--- src/rtl/usbsr_pkg.sv ---
`timescale 1ns / 1ps
// ----------------------------------------------------------------------------
// USB standard request handler package
// Shared types, request codes and result codes for the request handler.
// ----------------------------------------------------------------------------
package usbsr_pkg;

    // Result actions.
    typedef enum logic [2:0] {
        ACT_REPLY     = 3'd0,
        ACT_HANDSHAKE = 3'd1,
        ACT_STALL     = 3'd2,
        ACT_FORWARD   = 3'd3,
        ACT_DESCR     = 3'd4,
        ACT_STRING    = 3'd5
    } action_t;

    // Configuration register indexes.
    typedef enum logic [2:0] {
        REG_SELF_PWR     = 3'd0,
        REG_HIGH_SPEED   = 3'd1,
        REG_DEV_DESCR    = 3'd2,
        REG_QUAL_DESCR   = 3'd3,
        REG_HS_CONFIG    = 3'd4,
        REG_FS_CONFIG    = 3'd5
    } cfg_reg_t;

    localparam int CFG_INDEX_W = 3;
    localparam int CFG_DATA_W  = 16;

    // Standard request codes.
    localparam logic [7:0] REQ_GET_STATUS     = 8'h00;
    localparam logic [7:0] REQ_CLEAR_FEATURE  = 8'h01;
    localparam logic [7:0] REQ_SET_FEATURE    = 8'h03;
    localparam logic [7:0] REQ_GET_DESCRIPTOR = 8'h06;

    // Request types.
    localparam logic [7:0] RT_DEVICE_OUT = 8'h00;
    localparam logic [7:0] RT_EP_OUT     = 8'h02;
    localparam logic [7:0] RT_DEVICE_IN  = 8'h80;
    localparam logic [7:0] RT_IFACE_IN   = 8'h81;
    localparam logic [7:0] RT_EP_IN      = 8'h82;

    // Feature selectors.
    localparam logic [7:0] FEAT_EP_HALT       = 8'h00;
    localparam logic [7:0] FEAT_REMOTE_WAKEUP = 8'h01;
    localparam logic [7:0] FEAT_TEST_MODE     = 8'h02;

    // Descriptor types.
    localparam logic [7:0] DT_DEVICE       = 8'h01;
    localparam logic [7:0] DT_CONFIG       = 8'h02;
    localparam logic [7:0] DT_STRING       = 8'h03;
    localparam logic [7:0] DT_QUALIFIER    = 8'h06;
    localparam logic [7:0] DT_OTHER_SPEED  = 8'h07;

    // Endpoint slot numbers.
    localparam int SLOT_W = 3;

    typedef struct packed {
        logic [7:0] request_type;
        logic [7:0] request_code;
        logic [7:0] value_low;
        logic [7:0] value_high;
        logic [7:0] index_low;
    } usbsr_req_t;

    typedef struct packed {
        action_t     action;
        logic [7:0]  reply_byte;
        logic [1:0]  reply_length;
        logic [15:0] descriptor_address;
        logic [7:0]  string_index;
        logic        toggle_reset;
        logic [7:0]  toggle_endpoint;
    } usbsr_result_t;

    typedef struct packed {
        logic        self_pwr;
        logic        high_speed;
        logic [15:0] device_descriptor_address;
        logic [15:0] qualifier_descriptor_address;
        logic [15:0] highspeed_config_address;
        logic [15:0] fullspeed_config_address;
    } usbsr_cfg_t;

endpackage

--- src/rtl/usbsr_if.sv ---
`timescale 1ns / 1ps
// ----------------------------------------------------------------------------
// USB standard request handler channels
// Valid/ready channels for setup requests and for result actions.
// ----------------------------------------------------------------------------
interface usbsr_req_if;
    logic       valid;
    logic       ready;
    logic [7:0] request_type;
    logic [7:0] request_code;
    logic [7:0] value_low;
    logic [7:0] value_high;
    logic [7:0] index_low;

    modport source (
        output valid, request_type, request_code, value_low, value_high, index_low,
        input  ready
    );
    modport sink (
        input  valid, request_type, request_code, value_low, value_high, index_low,
        output ready
    );
endinterface

interface usbsr_rsp_if;
    logic        valid;
    logic        ready;
    logic [2:0]  action;
    logic [7:0]  reply_byte;
    logic [1:0]  reply_length;
    logic [15:0] descriptor_address;
    logic [7:0]  string_index;
    logic        toggle_reset;
    logic [7:0]  toggle_endpoint;

    modport source (
        output valid, action, reply_byte, reply_length, descriptor_address,
               string_index, toggle_reset, toggle_endpoint,
        input  ready
    );
    modport sink (
        input  valid, action, reply_byte, reply_length, descriptor_address,
               string_index, toggle_reset, toggle_endpoint,
        output ready
    );
endinterface

--- src/rtl/usb_standard_request_handler_core.sv ---
`timescale 1ns / 1ps
// ----------------------------------------------------------------------------
// USB standard request handler core
// Answers decoded setup packets with one action each, keeping the
// remote-wakeup flag and endpoint stall bits.
// ----------------------------------------------------------------------------
//  Channel   Direction  Moves
//  req       in         one decoded setup packet per transfer
//  rsp       out        one action per transfer
//  cfg_*     in         register writes, one per cycle with cfg_wr_en
//
// A request is held in the input register and then moves to the result
// register, from which its action is offered.
// One request is taken every cycle while the result side keeps up.
// Reset clears the valid flags, the wakeup flag and all stall bits.
// When rsp stalls, the input register fills and req.ready drops.
// ----------------------------------------------------------------------------
module usb_standard_request_handler_core #(
    parameter int ENDPOINT_SLOTS = 7
) (
    input  logic                              clk,
    input  logic                              rst_n,
    usbsr_req_if.sink                         req,
    usbsr_rsp_if.source                       rsp,
    input  logic                              cfg_wr_en,
    input  logic [usbsr_pkg::CFG_INDEX_W-1:0] cfg_index,
    input  logic [usbsr_pkg::CFG_DATA_W-1:0]  cfg_wr_data
);
    import usbsr_pkg::*;

    usbsr_cfg_t    cfg;
    usbsr_req_t    req_reg;
    logic          req_valid_reg;
    usbsr_result_t result;
    usbsr_result_t rsp_reg;
    logic          rsp_valid_reg;
    logic          rsp_free;
    logic          advance;

    usbsr_cfg_regs u_cfg_regs (
        .clk         (clk),
        .rst_n       (rst_n),
        .cfg_wr_en   (cfg_wr_en),
        .cfg_index   (cfg_index),
        .cfg_wr_data (cfg_wr_data),
        .cfg         (cfg)
    );

    usbsr_engine #(
        .ENDPOINT_SLOTS (ENDPOINT_SLOTS)
    ) u_engine (
        .clk    (clk),
        .rst_n  (rst_n),
        .take   (advance),
        .req    (req_reg),
        .cfg    (cfg),
        .result (result)
    );

    // Pipeline flow control.
    assign rsp_free  = !rsp_valid_reg || rsp.ready;
    assign advance   = req_valid_reg && rsp_free;
    assign req.ready = !req_valid_reg || rsp_free;

    // Input register.
    always_ff @(posedge clk or negedge rst_n)
    begin
        if (!rst_n)
        begin
            req_valid_reg <= 1'b0;
        end
        else if (req.ready)
        begin
            req_valid_reg <= req.valid;
        end
    end

    always_ff @(posedge clk)
    begin
        if (req.ready && req.valid)
        begin
            req_reg.request_type <= req.request_type;
            req_reg.request_code <= req.request_code;
            req_reg.value_low    <= req.value_low;
            req_reg.value_high   <= req.value_high;
            req_reg.index_low    <= req.index_low;
        end
    end

    // Result register.
    always_ff @(posedge clk or negedge rst_n)
    begin
        if (!rst_n)
        begin
            rsp_valid_reg <= 1'b0;
        end
        else if (rsp_free)
        begin
            rsp_valid_reg <= req_valid_reg;
        end
    end

    always_ff @(posedge clk)
    begin
        if (advance)
        begin
            rsp_reg <= result;
        end
    end

    assign rsp.valid              = rsp_valid_reg;
    assign rsp.action             = rsp_reg.action;
    assign rsp.reply_byte         = rsp_reg.reply_byte;
    assign rsp.reply_length       = rsp_reg.reply_length;
    assign rsp.descriptor_address = rsp_reg.descriptor_address;
    assign rsp.string_index       = rsp_reg.string_index;
    assign rsp.toggle_reset       = rsp_reg.toggle_reset;
    assign rsp.toggle_endpoint    = rsp_reg.toggle_endpoint;

    // A full pipeline with a stalled output takes no new request.
    a_full_blocks: assert property (@(posedge clk) disable iff (!rst_n)
        (req_valid_reg && rsp_valid_reg && !rsp.ready) |-> !req.ready)
        else $error("request taken while pipeline full");

    // Reply length is only given with reply data.
    a_len_reply: assert property (@(posedge clk) disable iff (!rst_n)
        (rsp_valid_reg && rsp_reg.action != ACT_REPLY) |-> rsp_reg.reply_length == 2'd0)
        else $error("reply length without reply action");

    // A toggle reset comes only with a handshake.
    a_toggle_hs: assert property (@(posedge clk) disable iff (!rst_n)
        (rsp_valid_reg && rsp_reg.toggle_reset) |-> rsp_reg.action == ACT_HANDSHAKE)
        else $error("toggle reset without handshake");

    // A request in the input register moves on when the result side is free.
    a_advance: assert property (@(posedge clk) disable iff (!rst_n)
        (req_valid_reg && !rsp_valid_reg) |=> rsp_valid_reg)
        else $error("request did not advance");

endmodule

--- src/rtl/usbsr_cfg_regs.sv ---
`timescale 1ns / 1ps
// ----------------------------------------------------------------------------
// USB standard request handler configuration registers
// Write-only register file for power, speed and descriptor addresses.
// ----------------------------------------------------------------------------
module usbsr_cfg_regs (
    input  logic                                  clk,
    input  logic                                  rst_n,
    input  logic                                  cfg_wr_en,
    input  logic [usbsr_pkg::CFG_INDEX_W-1:0]     cfg_index,
    input  logic [usbsr_pkg::CFG_DATA_W-1:0]      cfg_wr_data,
    output usbsr_pkg::usbsr_cfg_t                 cfg
);
    import usbsr_pkg::*;

    usbsr_cfg_t cfg_reg;
    usbsr_cfg_t cfg_next;

    // Decode the register index; unknown indexes are ignored.
    always_comb
    begin
        cfg_next = cfg_reg;
        if (cfg_wr_en)
        begin
            case (cfg_reg_t'(cfg_index))
                REG_SELF_PWR:     cfg_next.self_pwr     = cfg_wr_data[0];
                REG_HIGH_SPEED:   cfg_next.high_speed   = cfg_wr_data[0];
                REG_DEV_DESCR:    cfg_next.device_descriptor_address    = cfg_wr_data;
                REG_QUAL_DESCR:   cfg_next.qualifier_descriptor_address = cfg_wr_data;
                REG_HS_CONFIG:    cfg_next.highspeed_config_address     = cfg_wr_data;
                REG_FS_CONFIG:    cfg_next.fullspeed_config_address     = cfg_wr_data;
                default:          cfg_next = cfg_reg;
            endcase
        end
    end

    always_ff @(posedge clk or negedge rst_n)
    begin
        if (!rst_n)
        begin
            cfg_reg <= '0;
        end
        else
        begin
            cfg_reg <= cfg_next;
        end
    end

    assign cfg = cfg_reg;

endmodule

--- src/rtl/usbsr_engine.sv ---
`timescale 1ns / 1ps
// ----------------------------------------------------------------------------
// USB standard request handler decode engine
// Decodes one registered setup request into an action and keeps the
// remote-wakeup flag and the endpoint stall bits.
// ----------------------------------------------------------------------------
module usbsr_engine #(
    parameter int ENDPOINT_SLOTS = 7
) (
    input  logic                     clk,
    input  logic                     rst_n,
    input  logic                     take,
    input  usbsr_pkg::usbsr_req_t    req,
    input  usbsr_pkg::usbsr_cfg_t    cfg,
    output usbsr_pkg::usbsr_result_t result
);
    import usbsr_pkg::*;

    logic                      remote_wakeup_reg;
    logic                      remote_wakeup_next;
    logic [ENDPOINT_SLOTS-1:0] stall_reg;
    logic [ENDPOINT_SLOTS-1:0] stall_next;

    logic [SLOT_W-1:0]         slot;
    logic                      slot_known;
    logic                      ep_ok;
    logic [ENDPOINT_SLOTS-1:0] slot_sel;
    logic                      ep_stalled;
    logic [15:0]               cfg_addr_cur;
    logic [15:0]               cfg_addr_other;

    // Map the endpoint byte onto its stall slot.
    always_comb
    begin
        slot       = '0;
        slot_known = 1'b1;
        case (req.index_low[6:0])
            7'd0:    slot = 3'd0;
            7'd1:    slot = req.index_low[7] ? 3'd2 : 3'd1;
            7'd2:    slot = 3'd3;
            7'd4:    slot = 3'd4;
            7'd6:    slot = 3'd5;
            7'd8:    slot = 3'd6;
            default: slot_known = 1'b0;
        endcase
    end

    // One-hot slot select; slots beyond the configured count are invalid.
    always_comb
    begin
        for (int i = 0; i < ENDPOINT_SLOTS; i++)
        begin
            slot_sel[i] = slot_known && (int'(slot) == i);
        end
    end

    assign ep_ok      = |slot_sel;
    assign ep_stalled = |(stall_reg & slot_sel);

    // Speed decides which configuration descriptor is current.
    assign cfg_addr_cur   = cfg.high_speed ? cfg.highspeed_config_address
                                           : cfg.fullspeed_config_address;
    assign cfg_addr_other = cfg.high_speed ? cfg.fullspeed_config_address
                                           : cfg.highspeed_config_address;

    // Request decode and state update.
    always_comb
    begin
        result             = '0;
        result.action      = ACT_STALL;
        remote_wakeup_next = remote_wakeup_reg;
        stall_next         = stall_reg;
        case (req.request_code)
            REQ_GET_STATUS:
            begin
                if (req.request_type == RT_DEVICE_IN)
                begin
                    result.action       = ACT_REPLY;
                    result.reply_byte   = {6'd0, remote_wakeup_reg, cfg.self_pwr};
                    result.reply_length = 2'd2;
                end
                else if (req.request_type == RT_IFACE_IN)
                begin
                    result.action       = ACT_REPLY;
                    result.reply_length = 2'd2;
                end
                else if (req.request_type == RT_EP_IN && ep_ok)
                begin
                    result.action       = ACT_REPLY;
                    result.reply_byte   = {7'd0, ep_stalled};
                    result.reply_length = 2'd2;
                end
            end
            REQ_CLEAR_FEATURE:
            begin
                if (req.request_type == RT_DEVICE_OUT)
                begin
                    if (req.value_low == FEAT_REMOTE_WAKEUP)
                    begin
                        remote_wakeup_next = 1'b0;
                        result.action      = ACT_HANDSHAKE;
                    end
                end
                else if (req.request_type == RT_EP_OUT)
                begin
                    if (req.value_low == FEAT_EP_HALT && ep_ok)
                    begin
                        stall_next    = stall_reg & ~slot_sel;
                        result.action = ACT_HANDSHAKE;
                    end
                end
                else
                begin
                    result.action = ACT_FORWARD;
                end
            end
            REQ_SET_FEATURE:
            begin
                if (req.request_type == RT_DEVICE_OUT)
                begin
                    if (req.value_low == FEAT_TEST_MODE)
                    begin
                        result.action = ACT_HANDSHAKE;
                    end
                    else if (req.value_low == FEAT_REMOTE_WAKEUP)
                    begin
                        remote_wakeup_next = 1'b1;
                        result.action      = ACT_HANDSHAKE;
                    end
                end
                else if (req.request_type == RT_EP_OUT)
                begin
                    if (req.value_low == FEAT_EP_HALT && ep_ok)
                    begin
                        stall_next             = stall_reg | slot_sel;
                        result.action          = ACT_HANDSHAKE;
                        result.toggle_reset    = 1'b1;
                        result.toggle_endpoint = req.index_low;
                    end
                end
                else
                begin
                    result.action = ACT_FORWARD;
                end
            end
            REQ_GET_DESCRIPTOR:
            begin
                case (req.value_high)
                    DT_DEVICE:
                    begin
                        result.action             = ACT_DESCR;
                        result.descriptor_address = cfg.device_descriptor_address;
                    end
                    DT_CONFIG:
                    begin
                        result.action             = ACT_DESCR;
                        result.descriptor_address = cfg_addr_cur;
                    end
                    DT_STRING:
                    begin
                        result.action       = ACT_STRING;
                        result.string_index = req.value_low;
                    end
                    DT_QUALIFIER:
                    begin
                        result.action             = ACT_DESCR;
                        result.descriptor_address = cfg.qualifier_descriptor_address;
                    end
                    DT_OTHER_SPEED:
                    begin
                        result.action             = ACT_DESCR;
                        result.descriptor_address = cfg_addr_other;
                    end
                    default:
                    begin
                        result.action = ACT_STALL;
                    end
                endcase
            end
            default:
            begin
                result.action = ACT_FORWARD;
            end
        endcase
    end

    // State changes only when the request moves on to the result register.
    always_ff @(posedge clk or negedge rst_n)
    begin
        if (!rst_n)
        begin
            remote_wakeup_reg <= 1'b0;
            stall_reg         <= '0;
        end
        else if (take)
        begin
            remote_wakeup_reg <= remote_wakeup_next;
            stall_reg         <= stall_next;
        end
    end

    // The stall bits never change without a request being taken.
    a_stall_hold: assert property (@(posedge clk) disable iff (!rst_n)
        !take |=> $stable(stall_reg))
        else $error("stall bits changed without a request");

    // The wakeup flag never changes without a request being taken.
    a_wakeup_hold: assert property (@(posedge clk) disable iff (!rst_n)
        !take |=> $stable(remote_wakeup_reg))
        else $error("remote wakeup changed without a request");

endmodule
--- src/flat_wrapper.sv ---
// flat-port wrapper written by rule: the top's interface ports become plain ports
module usb_standard_request_handler_core_flat import usbsr_pkg::*;
#(
    parameter int ENDPOINT_SLOTS = 7
)
  (clk, rst_n, cfg_wr_en, cfg_index, cfg_wr_data, req_valid, req_request_type, req_request_code, req_value_low, req_value_high, req_index_low, req_ready, rsp_valid, rsp_action, rsp_reply_byte, rsp_reply_length, rsp_descriptor_address, rsp_string_index, rsp_toggle_reset, rsp_toggle_endpoint, rsp_ready);
  usbsr_req_if req_i ();
  usbsr_rsp_if rsp_i ();
  input  logic clk;
  input  logic rst_n;
  input  logic cfg_wr_en;
  input  logic [usbsr_pkg::CFG_INDEX_W-1:0] cfg_index;
  input  logic [usbsr_pkg::CFG_DATA_W-1:0] cfg_wr_data;
  input wire logic [$bits(req_i.valid)-1:0] req_valid;
  input wire logic [$bits(req_i.request_type)-1:0] req_request_type;
  input wire logic [$bits(req_i.request_code)-1:0] req_request_code;
  input wire logic [$bits(req_i.value_low)-1:0] req_value_low;
  input wire logic [$bits(req_i.value_high)-1:0] req_value_high;
  input wire logic [$bits(req_i.index_low)-1:0] req_index_low;
  output wire logic [$bits(req_i.ready)-1:0] req_ready;
  output wire logic [$bits(rsp_i.valid)-1:0] rsp_valid;
  output wire logic [$bits(rsp_i.action)-1:0] rsp_action;
  output wire logic [$bits(rsp_i.reply_byte)-1:0] rsp_reply_byte;
  output wire logic [$bits(rsp_i.reply_length)-1:0] rsp_reply_length;
  output wire logic [$bits(rsp_i.descriptor_address)-1:0] rsp_descriptor_address;
  output wire logic [$bits(rsp_i.string_index)-1:0] rsp_string_index;
  output wire logic [$bits(rsp_i.toggle_reset)-1:0] rsp_toggle_reset;
  output wire logic [$bits(rsp_i.toggle_endpoint)-1:0] rsp_toggle_endpoint;
  input wire logic [$bits(rsp_i.ready)-1:0] rsp_ready;
  assign req_i.valid = req_valid;
  assign req_i.request_type = req_request_type;
  assign req_i.request_code = req_request_code;
  assign req_i.value_low = req_value_low;
  assign req_i.value_high = req_value_high;
  assign req_i.index_low = req_index_low;
  assign req_ready = req_i.ready;
  assign rsp_valid = rsp_i.valid;
  assign rsp_action = rsp_i.action;
  assign rsp_reply_byte = rsp_i.reply_byte;
  assign rsp_reply_length = rsp_i.reply_length;
  assign rsp_descriptor_address = rsp_i.descriptor_address;
  assign rsp_string_index = rsp_i.string_index;
  assign rsp_toggle_reset = rsp_i.toggle_reset;
  assign rsp_toggle_endpoint = rsp_i.toggle_endpoint;
  assign rsp_i.ready = rsp_ready;
  usb_standard_request_handler_core #(.ENDPOINT_SLOTS(ENDPOINT_SLOTS)) u_core (.clk(clk), .rst_n(rst_n), .req(req_i), .rsp(rsp_i), .cfg_wr_en(cfg_wr_en), .cfg_index(cfg_index), .cfg_wr_data(cfg_wr_data));
endmodule
--- config.mk ---
export PLATFORM = sky130hd
export DESIGN_NAME = usb_standard_request_handler_core_flat
export DESIGN_NICKNAME = d
export VERILOG_FILES = /design/src/rtl/usbsr_pkg.sv /design/src/rtl/usbsr_if.sv /design/src/rtl/usb_standard_request_handler_core.sv /design/src/rtl/usbsr_cfg_regs.sv /design/src/rtl/usbsr_engine.sv /design/src/flat_wrapper.sv
export SDC_FILE = /design/constraint.sdc
export NUM_CORES = 1
export LEC_CHECK = 0
export BUFFER_PORTS_ARGS = -buffer_cell sky130_fd_sc_hd__buf_2
export CAP_MARGIN = 40
export CORE_UTILIZATION = 48
export DETAILED_ROUTE_END_ITERATION = 16
export PLACE_DENSITY = 0.7
export SYNTH_ARGS = -nofsm -noshare
export SYNTH_HDL_FRONTEND = slang
export SYNTH_SLANG_ARGS = --single-unit
--- constraint.sdc ---
create_clock -name clk -period 3.98 [get_ports clk]
set_input_delay 0.199 -clock clk [delete_from_list [all_inputs] [get_ports clk]]
set_output_delay 0.199 -clock clk [all_outputs]
set_load 0.1 [all_outputs]
==> run_results.csv, run 1 <==
group,metric,value,unit
clock_network,insertion_delay,0.43,ns
pwr,internal-power,3.099,mW
global_route,track_usage,22.45,%
route,ant_nets,0,
floorplanning,die-width,119.9,um
sta,setup_viol,0,
clock_network,cts_root_buf,"clkbuf_16",
critical_path,cp_data_required_time,4.29,ns
route,drtPass1Iterations,7,
pwr,swShare,27.65,%
logic_synthesis,yosys-top-cells-count,"79 x edfxtp_1, 76 x dfrtp_1, 75 x mux2_2, 34 x mux2i_1, 27 x nand2_1",
worst_hold_path,worstHoldStart,"cfg_wr_data[13]",
pwr,power-per-cell-area,504.3,nW/um^2
clock_network,clk_pin_slew_worst_paths,0.06,ns
sta,finalHoldViolations,0,
sta,setup_tns,0,ns
logic_synthesis,synth_enable_flop_cells,79,
logic_synthesis,yosysTopAreaCell,"edfxtp_1",
finish,fin_area,8493,um^2
finish,syn_to_final_growth,27.21,%
sta,drv_slew,0,
placement,globalplace.congestion,0.7773,
critical_path,reg2reg_depth,5,
job,maxCapViolations,0,
global_route,grt_max_degree,43,
finish,antenna_cells,0,
outcome,status,"finished clean",
logic_synthesis,netlist_area,6676,um^2
global_route,grt_pass1_wl,24050,um
critical_path,cp-startpoint,"u_core.req_reg[26]$_DFFE_PP_",
global_route,grt_pass1_vias,4782,
floorplanning,die_area,14380,um^2
route,drt-total-wl,14830,um
sta,post-route-min-period,2.516,ns
pwr,power_leakage,3.452,nW
logic_synthesis,syn_avg_cell_area,14.09,um^2
sta,slew_headroom,43.00,%
finish,drive_gt1_share,35.81,%
logic_synthesis,synth.yosys.seq_area_share,64.02,%
critical_path,path_max_fanout,7,
placement,pre_cts_ws,1.390,ns
finish,final_util,63.38,%
global_route,grt_overflow,0,
floorplanning,start_util,49.82,%
pwr,power_switching,1.184,mW
logic_synthesis,yosysUniqueCellTypes,44,
critical_path,cp_slowest_cell,"or4b_1",
pwr,pwr-share-seq,47.6,%
placement,dpl.hpwl,9394,um
logic_synthesis,synth-seq-cells,155,
sta,grt_setup_unrepaired,"false",
logic_synthesis,yosysTopAreaCellShare,35.53,%
logic_synthesis,synth_cells,474,
sta,fin_skew,0.006790,ns
sta,fmax,397.5,MHz
critical_path,worstPathArrival,2.83,ns
critical_path,path_cells,"or4b_1, or4b_4, nor4b_4, nand4_1, mux2_2",
route,route.detailed.drc,0,
placement,place_area,7481,um^2
clock_network,cts_sinks,155,
logic_synthesis,async_flop_share,49.03,%
pwr,clkPwrFrac,35.8,%
floorplanning,io_pins,112,
pwr,worst_ir_drop_vdd,296.2,uV
sta,fin_crit_sh,63.21,%
pwr,pwr-share-comb,16.6,%
sta,worst_slack,1.464,ns
logic_synthesis,ys_warn_count,0,
floorplanning,rows,42,
route,first_iter_violations,272,
worst_hold_path,min_to,"u_core.u_cfg_regs.cfg[61]$_DFFE_PN0P_",
critical_path,crit-reg2reg-launch,"u_core.req_reg[26]$_DFFE_PP_",
route,viasPerCell,5.479,
floorplanning,core,13400,um^2
route,wl_per_cell,18.07,um
critical_path,end_kind,"flop",
critical_path,setup.worst_path.start_class,"flop",
finish,largest_reg_flops,66,
critical_path,ff2ff_setup_slack,1.46,ns
clock_network,clockBufferDepth,2,
worst_hold_path,min_path_cells,2,
floorplanning,die_y,119.9,um
critical_path,critPathMaxStageDelay,0.55,ns
route,num_vias,4498,
sta,worst_pin_slew,0.8550,ns
logic_synthesis,synth.most_common_cell,"edfxtp_1",
clock_network,cts_tree,"done",
logic_synthesis,synth_top_flop_cell,"edfxtp_1",
finish,fin_nets,696,
placement,port_buffers,104,
clock_network,numCtsBuffers,17,
logic_synthesis,synthTopCellsByArea,"edfxtp_1 36%, dfrtp_1 28%, mux2_2 13%",
clock_network,htreeDepth,4,
critical_path,worstSetupPathType,"flop to flop",
global_route,antenna_found_initial,1,
worst_hold_path,hold_class,"input pin to flop",
power groups by stage:
stage	registers (mW)	logic (mW)	clock network, mW
floorplan	2.20	0.372	0
global placement	2.05	0.649	0
detailed placement	2.07	0.676	0
CTS	2.04	0.712	1.54
global route	2.07	0.766	1.62
finish	2.04	0.713	1.53
final cells by class:
| type | instances | area [um^2] |
|---|---|---|
| multi-input combinational | 293 | 2310 |
| timing repair buffer | 158 | 1104 |
| sequential | 155 | 4274 |
| clock buffer | 18 | 429.2 |
| fill | 1012 | 4907 |
| inverter | 7 | 26.28 |
| clock inverter | 14 | 130.1 |
| tap | 176 | 220.2 |
worst max-delay path: cells and delay by family (launching register included):
kind / cells / cell delay [ns]
flip-flops: 1 / 0.42
multiplexers: 1 / 0.33
AND/OR/NAND/NOR: 4 / 1.65
how the worst max path moves through the flow:
stage,slack (ns),end,cells past startpoint
3_3_place_gp,1.48,u_core.rsp.action[1]$_DFFE_PP_,5
5_1_grt,1.26,u_core.rsp.descriptor_address[15]$_SDFFCE_PN0P_,4
6_report,1.46,flop,5
2_1_floorplan,1.05,u_core.req_reg[0]$_DFFE_PP_,3
3_5_place_dp,1.39,u_core.rsp.action[1]$_DFFE_PP_,5
4_1_cts,1.38,u_core.rsp.action[1]$_DFFE_PP_,5
logic make-up (layout without fill, tap and decap cells):
logic type             after synthesis  in the layout  synth area share, %
XOR/XNOR                             1              1               0.1312
flip-flops                         155            155                64.02
AO/OA/AOI/OAI                       58             58                5.753
other                                1             10              0.05617
buffers and inverters               35            197                2.361
AND/OR/NAND/NOR                    115            115                9.933
multiplexers                       109            109                17.75
placed cells by master (no fill, tap or decap), types with 3 or more instances in the layout:
| cell | n |
|---|---|
| buf_4 | 4 |
| nor2b_1 | 3 |
| nand2_1 | 27 |
| or2_2 | 3 |
| o22ai_1 | 16 |
| inv_1 | 7 |
| nor3b_1 | 3 |
| clkinv_2 | 6 |
| and2_1 | 9 |
| mux2i_1 | 34 |
| nor4_1 | 7 |
| or4_1 | 3 |
| a21oi_1 | 15 |
| mux2_2 | 75 |
| nand3b_1 | 7 |
| nand2b_1 | 3 |
| o21ai_0 | 3 |
| dfrtp_1 | 76 |
| clkbuf_16 | 17 |
| nor2_1 | 11 |
| buf_2 | 104 |
| dlygate4sd3_1 | 42 |
| and3_1 | 6 |
| conb_1 | 10 |
| nor3_1 | 9 |
| edfxtp_1 | 79 |
| nand4_1 | 5 |
| nand3_1 | 4 |
| a22oi_1 | 13 |
routing by layer:
metal,global-route usage (%),routed length [um]
met1,28.61,6388
met2,35.85,7197
met3,6.131,865
met4,9.922,369
met5,0,11
timing repair:
item | 4_1_cts | 5_1_grt
endpoints found under the hold margin | 75 | 0
resized for setup | 0 | 0
hold buffers | 42 | 0
setup buffers | 0 | 0
endpoints found under the setup margin | 0 | 0
metrics by stage:
| stage | instances | power (mW) | hold WS, ns |
|---|---|---|---|
| floorplan | 483 | 2.570 | -0.09659 |
| global placement | 739 | 2.699 | 0.3312 |
| detailed placement | 745 | 2.742 | 0.3445 |
| CTS | 819 | 4.287 | 0.03419 |
| global route | 821 | 4.449 | 0.04089 |
| finish | 821 | 4.283 | 0.04313 |
No activity file was read; power rests on OpenSTA's default activity.
==> run 2: changes to the inputs <==
--- a/config.mk
+++ b/config.mk
@@ -5,6 +5,7 @@
 export SDC_FILE = /design/constraint.sdc
 export NUM_CORES = 1
 export LEC_CHECK = 0
+export ABC_AREA = 1
 export BUFFER_PORTS_ARGS = -buffer_cell sky130_fd_sc_hd__buf_2
 export CAP_MARGIN = 40
 export CORE_UTILIZATION = 48
==> constraint.sdc (replaced) <==
create_clock -name clk -period 2.6 [get_ports clk]
set_input_delay 0.13 -clock clk [delete_from_list [all_inputs] [get_ports clk]]
set_output_delay 0.13 -clock clk [all_outputs]
set_load 0.1 [all_outputs]
==> run 2 against run 1 <==
First-iteration DRC count is 94% higher. Final area increased by 2.9%. Sequential share of layout area decreased by 1.4 points. Critical path depth up 3. Critical path type unchanged.
==> run_results.csv, run 2 <==
group,metric,value,unit
sta,setup_tns,0,ns
floorplanning,die_y,122.1,um
route,viasPerCell,5.283,
worst_hold_path,hold_class,"input pin to flop",
logic_synthesis,yosysTopAreaCell,"edfxtp_1",
finish,num-fill-cells,1122,
logic_synthesis,ys_warn_count,0,
sta,hold_ws,0.01135,ns
logic_synthesis,syn_avg_cell_area,9.595,um^2
route,wl_per_cell,15.11,um
finish,syn_to_final_growth,26.17,%
placement,place_inst,992,
route,drtPass1Iterations,6,
clock_network,cts_tree,"done",
critical_path,setup.worst_path.start_class,"flop",
pwr,worst_ir_drop_vdd,519.5,uV
floorplanning,rows,43,
logic_synthesis,async_flop_share,49.03,%
pwr,power_leakage,3.928,nW
floorplanning,io_pins,112,
clock_network,cts_resized,0,
floorplanning,die_area,14920,um^2
finish,drive_gt1_share,18.69,%
logic_synthesis,netlist_area,6928,um^2
finish,final_cells,1070,
clock_network,cts_sinks,155,
pwr,total_power,6.893,mW
clock_network,cts_root_buf,"clkbuf_16",
sta,fin_skew,0.007946,ns
clock_network,cts_setup_buffers,0,
pwr,power-per-cell-area,788.6,nW/um^2
placement,pre_cts_ws,0.6467,ns
finish,final_common_cell,"nand2_1",
logic_synthesis,synth_top_flop_cell,"edfxtp_1",
placement,dpl.hpwl,10510,um
logic_synthesis,synth_cells,722,
logic_synthesis,synth.yosys.seq_area_share,61.69,%
sta,fmax,520.0,MHz
critical_path,reg2reg_depth,8,
global_route,track_usage,22.91,%
outcome,status,"finished clean",
global_route,grt_max_degree,49,
logic_synthesis,yosys-top-cells-count,"160 x nand2_1, 93 x o21ai_0, 81 x inv_1, 79 x edfxtp_1, 76 x dfrtp_1",
placement,port_buffers,104,
sta,worst_slack,0.6771,ns
critical_path,end_kind,"flop",
critical_path,path_max_fanout,17,
sta,grt_setup_unrepaired,"false",
job,maxCapViolations,0,
logic_synthesis,yosysUniqueCellTypes,37,
clock_network,clockBufferDepth,2,
critical_path,worstPathArrival,2.08,ns
clock_network,numCtsBuffers,17,
route,drt-total-wl,16170,um
route,first_iter_violations,528,
sta,setup_viol,0,
finish,final_util,62.49,%
clock_network,htreeDepth,4,
floorplanning,core,13990,um^2
worst_hold_path,min_path_cells,3,
logic_synthesis,synthTopCellsByArea,"edfxtp_1 34%, dfrtp_1 27%, nand2_1 8.7%",
clock_network,clk_pin_slew_worst_paths,0.06,ns
floorplanning,start_util,49.53,%
finish,layout_common_cells,"160 x nand2_1, 104 x buf_2, 93 x o21ai_0, 81 x inv_1, 79 x edfxtp_1",
sta,drv_slew,0,
logic_synthesis,synth.most_common_cell,"nand2_1",
sta,post-route-min-period,1.923,ns
global_route,grt_pass1_vias,5441,
finish,largest_reg_flops,66,
route,route.detailed.drc,0,
floorplanning,die-width,122.1,um
logic_synthesis,synth-seq-cells,155,
global_route,antenna_found_initial,2,
clock_network,insertion_delay,0.42,ns
clock_network,cts_hold_buf,44,
global_route,grt_pass1_wl,25920,um
critical_path,cp_data_required_time,2.76,ns
sta,slew_headroom,37.18,%
global_route,grt_overflow,0,
route,ant_nets,0,
sta,fin_crit_sh,73.96,%
critical_path,worstSetupPathType,"flop to flop",
placement,place_area,7690,um^2
finish,fin_area,8741,um^2
finish,fin_nets,939,
placement,globalplace.congestion,0.8698,
logic_synthesis,yosysTopAreaCellShare,34.24,%
sta,worst_pin_slew,0.9413,ns
route,num_vias,5653,
sta,finalHoldViolations,0,
logic_synthesis,synth_enable_flop_cells,79,
## run 2: critical path: stages (launching register included)
cell and delay, ns:
edfxtp_1 0.36, nor2_1 0.10, and2_1 0.21, buf_4 0.27, nand2_1 0.10, nand4_1 0.11
nand2_2 0.25, nand3_1 0.17, nand4_1 0.09
## run 2: kinds of logic after synthesis
logic type,count (synthesis),synth area share (%)
compound gates,131,10.53
buf+inv,120,7.170
flops,155,61.69
other cells,1,0.05413
simple gates,315,20.55
## run 2: power breakdown
| part | internal [mW] | switching (mW) | total (mW) |
|---|---|---|---|
| registers | 2.92 | 0.178 | 3.10 |
| logic | 0.292 | 0.952 | 1.24 |
| clock network | 1.59 | 0.955 | 2.55 |
## run 2: layer usage
metal	vias up	GRT usage, %	share of wire [%]
met1	2667	28.52	41
met3	26	5.337	6.8
met5	-	0	0
li1	2714	-	-
met2	246	37.78	50
met4	0	10.67	2.1
## run 2: layout make-up
type	instances	area (um^2)	area share, %
Clock buffer	19	432.9	4.953
Sequential cell	155	4274	48.90
Tap cell	180	225.2	2.577
Antenna cell	2	5.005	0.05726
Multi-Input combinational cell	456	2203	25.21
Clock inverter	13	172.7	1.975
Timing Repair Buffer	160	1109	12.68
Inverter	85	319.1	3.650
## run 2: worst paths after layout
check	start	endpoint	slack, ns
max reg2reg	u_core.req_reg[13]$_DFFE_PP_	u_core.rsp.action[1]$_DFFE_PP_	0.68
min in group asynchronous	rst_n	u_core.u_cfg_regs.cfg[58]$_DFFE_PN0P_	0.28
min	cfg_wr_data[6]	u_core.u_cfg_regs.cfg[6]$_DFFE_PN0P_	0.01
max	u_core.req_reg[13]$_DFFE_PP_	u_core.rsp.action[1]$_DFFE_PP_	0.68
max in group asynchronous	rst_n	u_core.u_cfg_regs.cfg[52]$_DFFE_PN0P_	1.61
min reg2reg	flop	flop	0.48
